===== config.mk =====
export PLATFORM = sky130hd
export DESIGN_NAME = scharr_window_emit
export DESIGN_NICKNAME = d
export VERILOG_FILES = /design/src/hw/rtl/scharr_pkg.sv /design/src/hw/rtl/scharr_window_emit.sv
export SDC_FILE = /design/constraint.sdc
export NUM_CORES = 1
export LEC_CHECK = 0
export BUFFER_PORTS_ARGS = -buffer_cell sky130_fd_sc_hd__buf_2
export CAP_MARGIN = 15
export CORE_UTILIZATION = 40
export CTS_CLUSTER_DIAMETER = 100
export DETAILED_ROUTE_END_ITERATION = 8
export SETUP_SLACK_MARGIN = 0.2
export SLEW_MARGIN = 20
export SYNTH_ARGS = -nofsm -noshare
export SYNTH_HDL_FRONTEND = slang
export SYNTH_SLANG_ARGS = --single-unit

===== constraint.sdc =====
create_clock -name clk -period 5.8 [get_ports clk]
set_input_delay 1.16 -clock clk [delete_from_list [all_inputs] [get_ports clk]]
set_output_delay 1.16 -clock clk [all_outputs]
set_load 0.1 [all_outputs]

===== src/hw/rtl/scharr_pkg.sv =====
// shared constants, codes and stage types of the scharr gradient filter
`timescale 1ns / 1ps
`default_nettype none

package scharr_pkg;

  localparam int DEF_MAX_WIDTH = 2048;
  localparam int MAX_HEIGHT    = 4096;

  localparam int PIX_W      = 8;
  localparam int WIDTH_W    = 12;
  localparam int HEIGHT_W   = 13;
  localparam int ROW_W      = 12;
  localparam int SUM_W      = 13;
  localparam int DIFF_W     = 9;
  localparam int GRAD_W     = 13;
  localparam int CFG_DATA_W = 13;

  localparam logic [WIDTH_W-1:0]  RESET_WIDTH  = 12'd640;
  localparam logic [HEIGHT_W-1:0] RESET_HEIGHT = 13'd480;

  typedef enum logic [0:0] {
    REG_IMAGE_WIDTH  = 1'b0,
    REG_IMAGE_HEIGHT = 1'b1
  } cfg_reg_t;

  // position of one pixel within the frame, as the result sequencer needs it
  typedef struct packed {
    logic single_row;
    logic run0;
    logic run1;
    logic wd1;
    logic x_is0;
    logic x_is1;
    logic x_last;
  } pos_flags_t;

  // vertical column values handed to the window stage
  typedef struct packed {
    pos_flags_t        pos;
    logic [SUM_W-1:0]  smooth0;
    logic [DIFF_W-1:0] diff0;
    logic [SUM_W-1:0]  smooth1;
  } col_req_t;

endpackage

`default_nettype wire


===== src/hw/rtl/scharr_window_emit.sv =====
// three-column windows, result sequencer and output register
`timescale 1ns / 1ps
`default_nettype none

module scharr_window_emit (
  input  wire logic                            clk,
  input  wire logic                            rst,
  input  wire logic                            clear,
  input  wire logic                            col_valid,
  output logic                                 col_ready,
  input  wire scharr_pkg::col_req_t            col,
  output logic                                 out_valid,
  input  wire logic                            out_ready,
  output logic signed [scharr_pkg::GRAD_W-1:0] grad_x,
  output logic signed [scharr_pkg::GRAD_W-1:0] grad_y,
  output logic                                 frame_end
);
  import scharr_pkg::*;

  logic [SUM_W-1:0]  sw0 [3];
  logic [SUM_W-1:0]  sw1 [3];
  logic [DIFF_W-1:0] dw0 [3];

  logic       busy;
  pos_flags_t pos;
  logic       part;
  logic       win;

  logic [1:0] per_win;
  logic       any_result;
  logic       last_part;
  logic       last_win;
  logic       out_free;
  logic       emit;
  logic       done;
  logic       load;

  logic [SUM_W-1:0]  sa, sb, sc, sl, sr;
  logic [DIFF_W-1:0] da, db, dc, dl, dm, dr;
  logic [GRAD_W-1:0] dl_e, dm_e, dr_e, dsum;
  logic [GRAD_W-1:0] gx_v, gy_v;
  logic              fe_v;

  // results per window: one for a one-column frame, else none at the first column, two at the last
  assign per_win    = pos.wd1 ? 2'd1 : (pos.x_is0 ? 2'd0 : (pos.x_last ? 2'd2 : 2'd1));
  assign any_result = pos.run0 && (per_win != 2'd0);
  assign last_part  = (per_win != 2'd2) || part;
  assign last_win   = !pos.run1 || win;
  assign out_free   = !out_valid || out_ready;
  assign emit       = busy && any_result && out_free;
  assign done       = busy && (!any_result || (emit && last_part && last_win));
  assign col_ready  = !busy || done;
  assign load       = col_valid && col_ready;

  always_ff @(posedge clk) begin
    if (rst) begin
      busy <= 1'b0;
    end else if (load) begin
      busy <= 1'b1;
    end else if (done) begin
      busy <= 1'b0;
    end
  end

  always_ff @(posedge clk) begin
    if (load) begin
      pos  <= col.pos;
      part <= 1'b0;
      win  <= 1'b0;
    end else if (emit) begin
      if (last_part) begin
        part <= 1'b0;
        win  <= 1'b1;
      end else begin
        part <= 1'b1;
      end
    end
  end

  always_ff @(posedge clk) begin
    if (rst || clear) begin
      for (int i = 0; i < 3; i++) begin
        sw0[i] <= '0;
        sw1[i] <= '0;
        dw0[i] <= '0;
      end
    end else if (load) begin
      if (col.pos.run0) begin
        sw0[0] <= sw0[1];
        sw0[1] <= sw0[2];
        sw0[2] <= col.smooth0;
        dw0[0] <= dw0[1];
        dw0[1] <= dw0[2];
        dw0[2] <= col.diff0;
      end
      if (col.pos.run1) begin
        sw1[0] <= sw1[1];
        sw1[1] <= sw1[2];
        sw1[2] <= col.smooth1;
      end
    end
  end

  always_comb begin
    if (win) begin
      // the last-row window carries no vertical difference
      sa = sw1[0];
      sb = sw1[1];
      sc = sw1[2];
      da = '0;
      db = '0;
      dc = '0;
    end else begin
      sa = sw0[0];
      sb = sw0[1];
      sc = sw0[2];
      da = dw0[0];
      db = dw0[1];
      dc = dw0[2];
    end

    if (pos.wd1) begin
      sl   = sc;
      sr   = sc;
      dl   = dc;
      dm   = dc;
      dr   = dc;
      fe_v = win || pos.single_row;
    end else if (!part) begin
      // second column mirrors onto the column to its right
      sl   = pos.x_is1 ? sc : sa;
      sr   = sc;
      dl   = pos.x_is1 ? dc : da;
      dm   = db;
      dr   = dc;
      fe_v = 1'b0;
    end else begin
      // flush of the last column, right side mirrored
      sl   = sb;
      sr   = sb;
      dl   = db;
      dm   = dc;
      dr   = db;
      fe_v = win || pos.single_row;
    end

    dl_e = {{(GRAD_W-DIFF_W){dl[DIFF_W-1]}}, dl};
    dm_e = {{(GRAD_W-DIFF_W){dm[DIFF_W-1]}}, dm};
    dr_e = {{(GRAD_W-DIFF_W){dr[DIFF_W-1]}}, dr};
    dsum = dl_e + dr_e;
    gx_v = GRAD_W'(sr) - GRAD_W'(sl);
    gy_v = (dsum << 1) + dsum + (dm_e << 3) + (dm_e << 1);
  end

  always_ff @(posedge clk) begin
    if (rst) begin
      out_valid <= 1'b0;
    end else if (emit) begin
      out_valid <= 1'b1;
    end else if (out_ready) begin
      out_valid <= 1'b0;
    end
  end

  always_ff @(posedge clk) begin
    if (emit) begin
      grad_x    <= gx_v;
      grad_y    <= gy_v;
      frame_end <= fe_v;
    end
  end

endmodule

`default_nettype wire


==> results.md <==
* Vias in the first global route at roughly 5300
* Synth cell count leaders: 139 x edfxtp_1, 105 x and2_1, 54 x a21oi_1, 50 x inv_1, 38 x nand2_1
* Setup tns final at 0 ns
* Core Box Area at 20300 sq um
* Worst r2r src: pos[3]
* DRC at 0
* Starting Density at 0.409
* Worst r2r dst: grad_y[12]
* Die area at between 20000 and 25000 sq um
* Clock Skews at ~0.011 ns
* Largest stage delay on the critical path at 0.52 ns
* CP max-delay cell: fa_1
* IO buf count at between 70 and 80
* Max clock buf depth at 2
* CTS root buffer: clkbuf_16
* R2R cell count at 25
* Standard-cell rows at 52
* CP Data Arrival Time at approximately 5.4 ns
* CTS sink cnt at approximately 140
* Syn. warnings at 0
* GP Congestion at ~0.8
* HPWL Detailed at about 12000 microns
* Setup crit end kind: flip-flop
* Final count of pins violating max slew at 0
* Grt ovf at 0
* First-pass GRT wire length at between 20000 and 30000 microns
* Syn_area_per_cell at ~12 sq um
* Slew HR at 0.391
* Worst slack, placed at roughly 0.38 ns
* Share of cells above drive strength 1 at 0.221
* Vias/cell at between 5 and 6
* Actual slew at the worst max-slew pin at between 0.9 and 1 ns
* Final Setup Violations at 0
* Total Routed Length at 17400 microns
* Fill cells at 1875
* Leakage power at roughly 0.004 uW
* Initial antenna violation count at 0
* Synth top area share at 0.503
* Unique masters post-synth at 50
* CTS clk-pin slew, worst paths at roughly 0.06 ns
* WHS Endpoint: out_valid
* Routed len/inst at 16.4 microns
* Antenna violation net count after detailed routing at 0
* PwrDens at 345 nW/um^2
* Final Cycle Share at 0.906
* TritonCTS clock tree: yes
* Area Growth Syn to Fin at 16.4%
* Syn Inst Count at 694
* Tmin final at ~5.3 ns
* Crit-path max FO at 5
* Seq/Total Area, Yosys at 0.513
* Status: finished clean
* Area leader, netlist: edfxtp_1
* Clk Latency, worst-skew pair at about 0.43 ns
* Pin count of the biggest net entering global routing at between 40 and 50
* Critical Path Source Type: flip-flop
* Tot Pwr at 3330 uW
* Die Height at 146 microns
* Initial DRC count at ~340
* Die X at ~150 microns
* Post-synthesis register bit count at around 140
* Vias post-DR at about 5400
* Final hold vios at 0
* IO Count at 76
* Gr usage total at 0.170
* Post-synth EDFFs at approximately 140
* Worst EP required at between 5 and 6 ns
* CTS buffer count at 17
* Hold WC Path Type: reg2reg
* Total Nets Final at 878
* H-tree levels at 4
* N_diodes at 0
* Footprint of the multi-input gates at roughly 3700 sq um
* Setup ws final at around 0.55 ns
* Max cap viols at 0
* Commonest register cell after synthesis: edfxtp_1
* Synth Cell Area at slightly above 8000 sq um
* RSZ-0062 raised after global routing: no
* Hold path cells at 2
* Hold Path Origin: out_valid
* F_max at ~190 MHz
* Seq. cell area at about 4300 sq um
* Async set or reset register ratio after synthesis at 0
* R2R setup slack at ~0.55 ns
* Worst IR drop on VDD at 0.000201 V
* Synth area leaders: edfxtp_1 50%, and2_1 7.9%, ha_1 5.1%
* Syn Nets at a little under 800
* 1st-pass router iterations at 5
* Critical path class: reg2reg
* Top-count cell post-synth: edfxtp_1
## state kept, by name, summed over array words and instances (netlist names), 7 cells and up
register / flops
grad_y: 13
sw1: 39
dw0: 27
pos: 7
grad_x: 13
sw0: 39
## cell families after synthesis
logic type	after synthesis	synth area share
AOI/OAI and AO/OA	128	0.102
xor gates and xnor gates	27	0.0285
adders and majority gates	53	0.0971
buffers and inverters	82	0.0406
DFF	143	0.513
muxes	53	0.0837
and+or+nand+nor	208	0.135
## how the worst max path moves through the flow
stage	startpoint	end	slack, ns	cells after the start
after floorplan	win	grad_y[12]	0.26	25
after global placement	pos[1]	grad_y[12]	0.55	24
after detailed placement	pos[1]	grad_y[12]	0.38	24
after CTS	pos[1]	grad_y[12]	0.35	24
after global routing	part	grad_y[12]	0.22	22
final	pos[3]	grad_y[12]	0.55	25
## cell type report
class	instances	share of cell area
Sequential cell	143	0.441
Multi-Input combinational cell	469	0.386
Timing Repair Buffer	96	0.0556
Clock buffer	17	0.0441
Tap cell	270	0.0350
Inverter	51	0.0198
Clock inverter	15	0.0179
## metrics by stage
stage               utilization  instances  instance area [sq um]  hold slack [ns]
CTS                       0.472       1055                   9580            0.480
global placement          0.443       1023                   8980            0.459
finish                    0.475       1061                   9650            0.472
global route              0.475       1061                   9650            0.520
floorplan                     -        694                   8290            0.497
detailed placement        0.443       1023                   8980            0.469
## routing by layer
metal,vias to the layer above,routed length (microns),track usage
li1,2653,-,-
met4,0,216,0.0563
met1,2585,8730,0.256
met5,-,0,0
met2,168,7520,0.245
met3,18,908,0.0345
## worst max-delay path, delay by kind of cell (launching register included)
family	cells	cell delay, ns
xor+xnor	3	0.36
compound gates	9	1.49
flops	1	0.48
fa+ha+maj	5	1.79
simple gates	3	0.34
buf+inv	5	0.55
## report_power, final
| group | internal, uW | switching [uW] | leakage [uW] |
|---|---|---|---|
| logic | 355 | 576 | 0.00206 |
| clock network | 648 | 465 | 0.000295 |
| registers | 1250 | 42.5 | 0.00154 |
| total | 2250 | 1080 | 0.00390 |
## timing repair
action / in CTS / in global routing
endpoints found under the setup margin: 0 / 2
hold endpoints to repair: 0 / 0
resized for setup: 0 / 7
hold buffers: 0 / 0
setup buffers: 0 / 6
## layout by cell type (no fill, tap or decap), types with 4 or more instances in the layout
cell,netlist,final
edfxtp_1,139,139
and2_1,105,105
buf_2,5,75
a21oi_1,54,53
inv_1,50,50
nand2_1,38,36
nor2_1,36,34
ha_1,34,34
mux2i_1,30,30
buf_4,6,20
xnor2_1,19,19
fa_1,19,19
clkbuf_16,0,17
o22ai_1,12,12
mux4_2,12,12
mux2_2,11,11
nor3_1,10,10
o21ai_0,11,10
a21o_1,9,9
o221a_2,9,9
o21a_1,9,9
xor2_1,8,7
nor2b_1,5,5
inv_6,0,5
o31ai_1,4,4
Power figures use the tool's default switching activity.
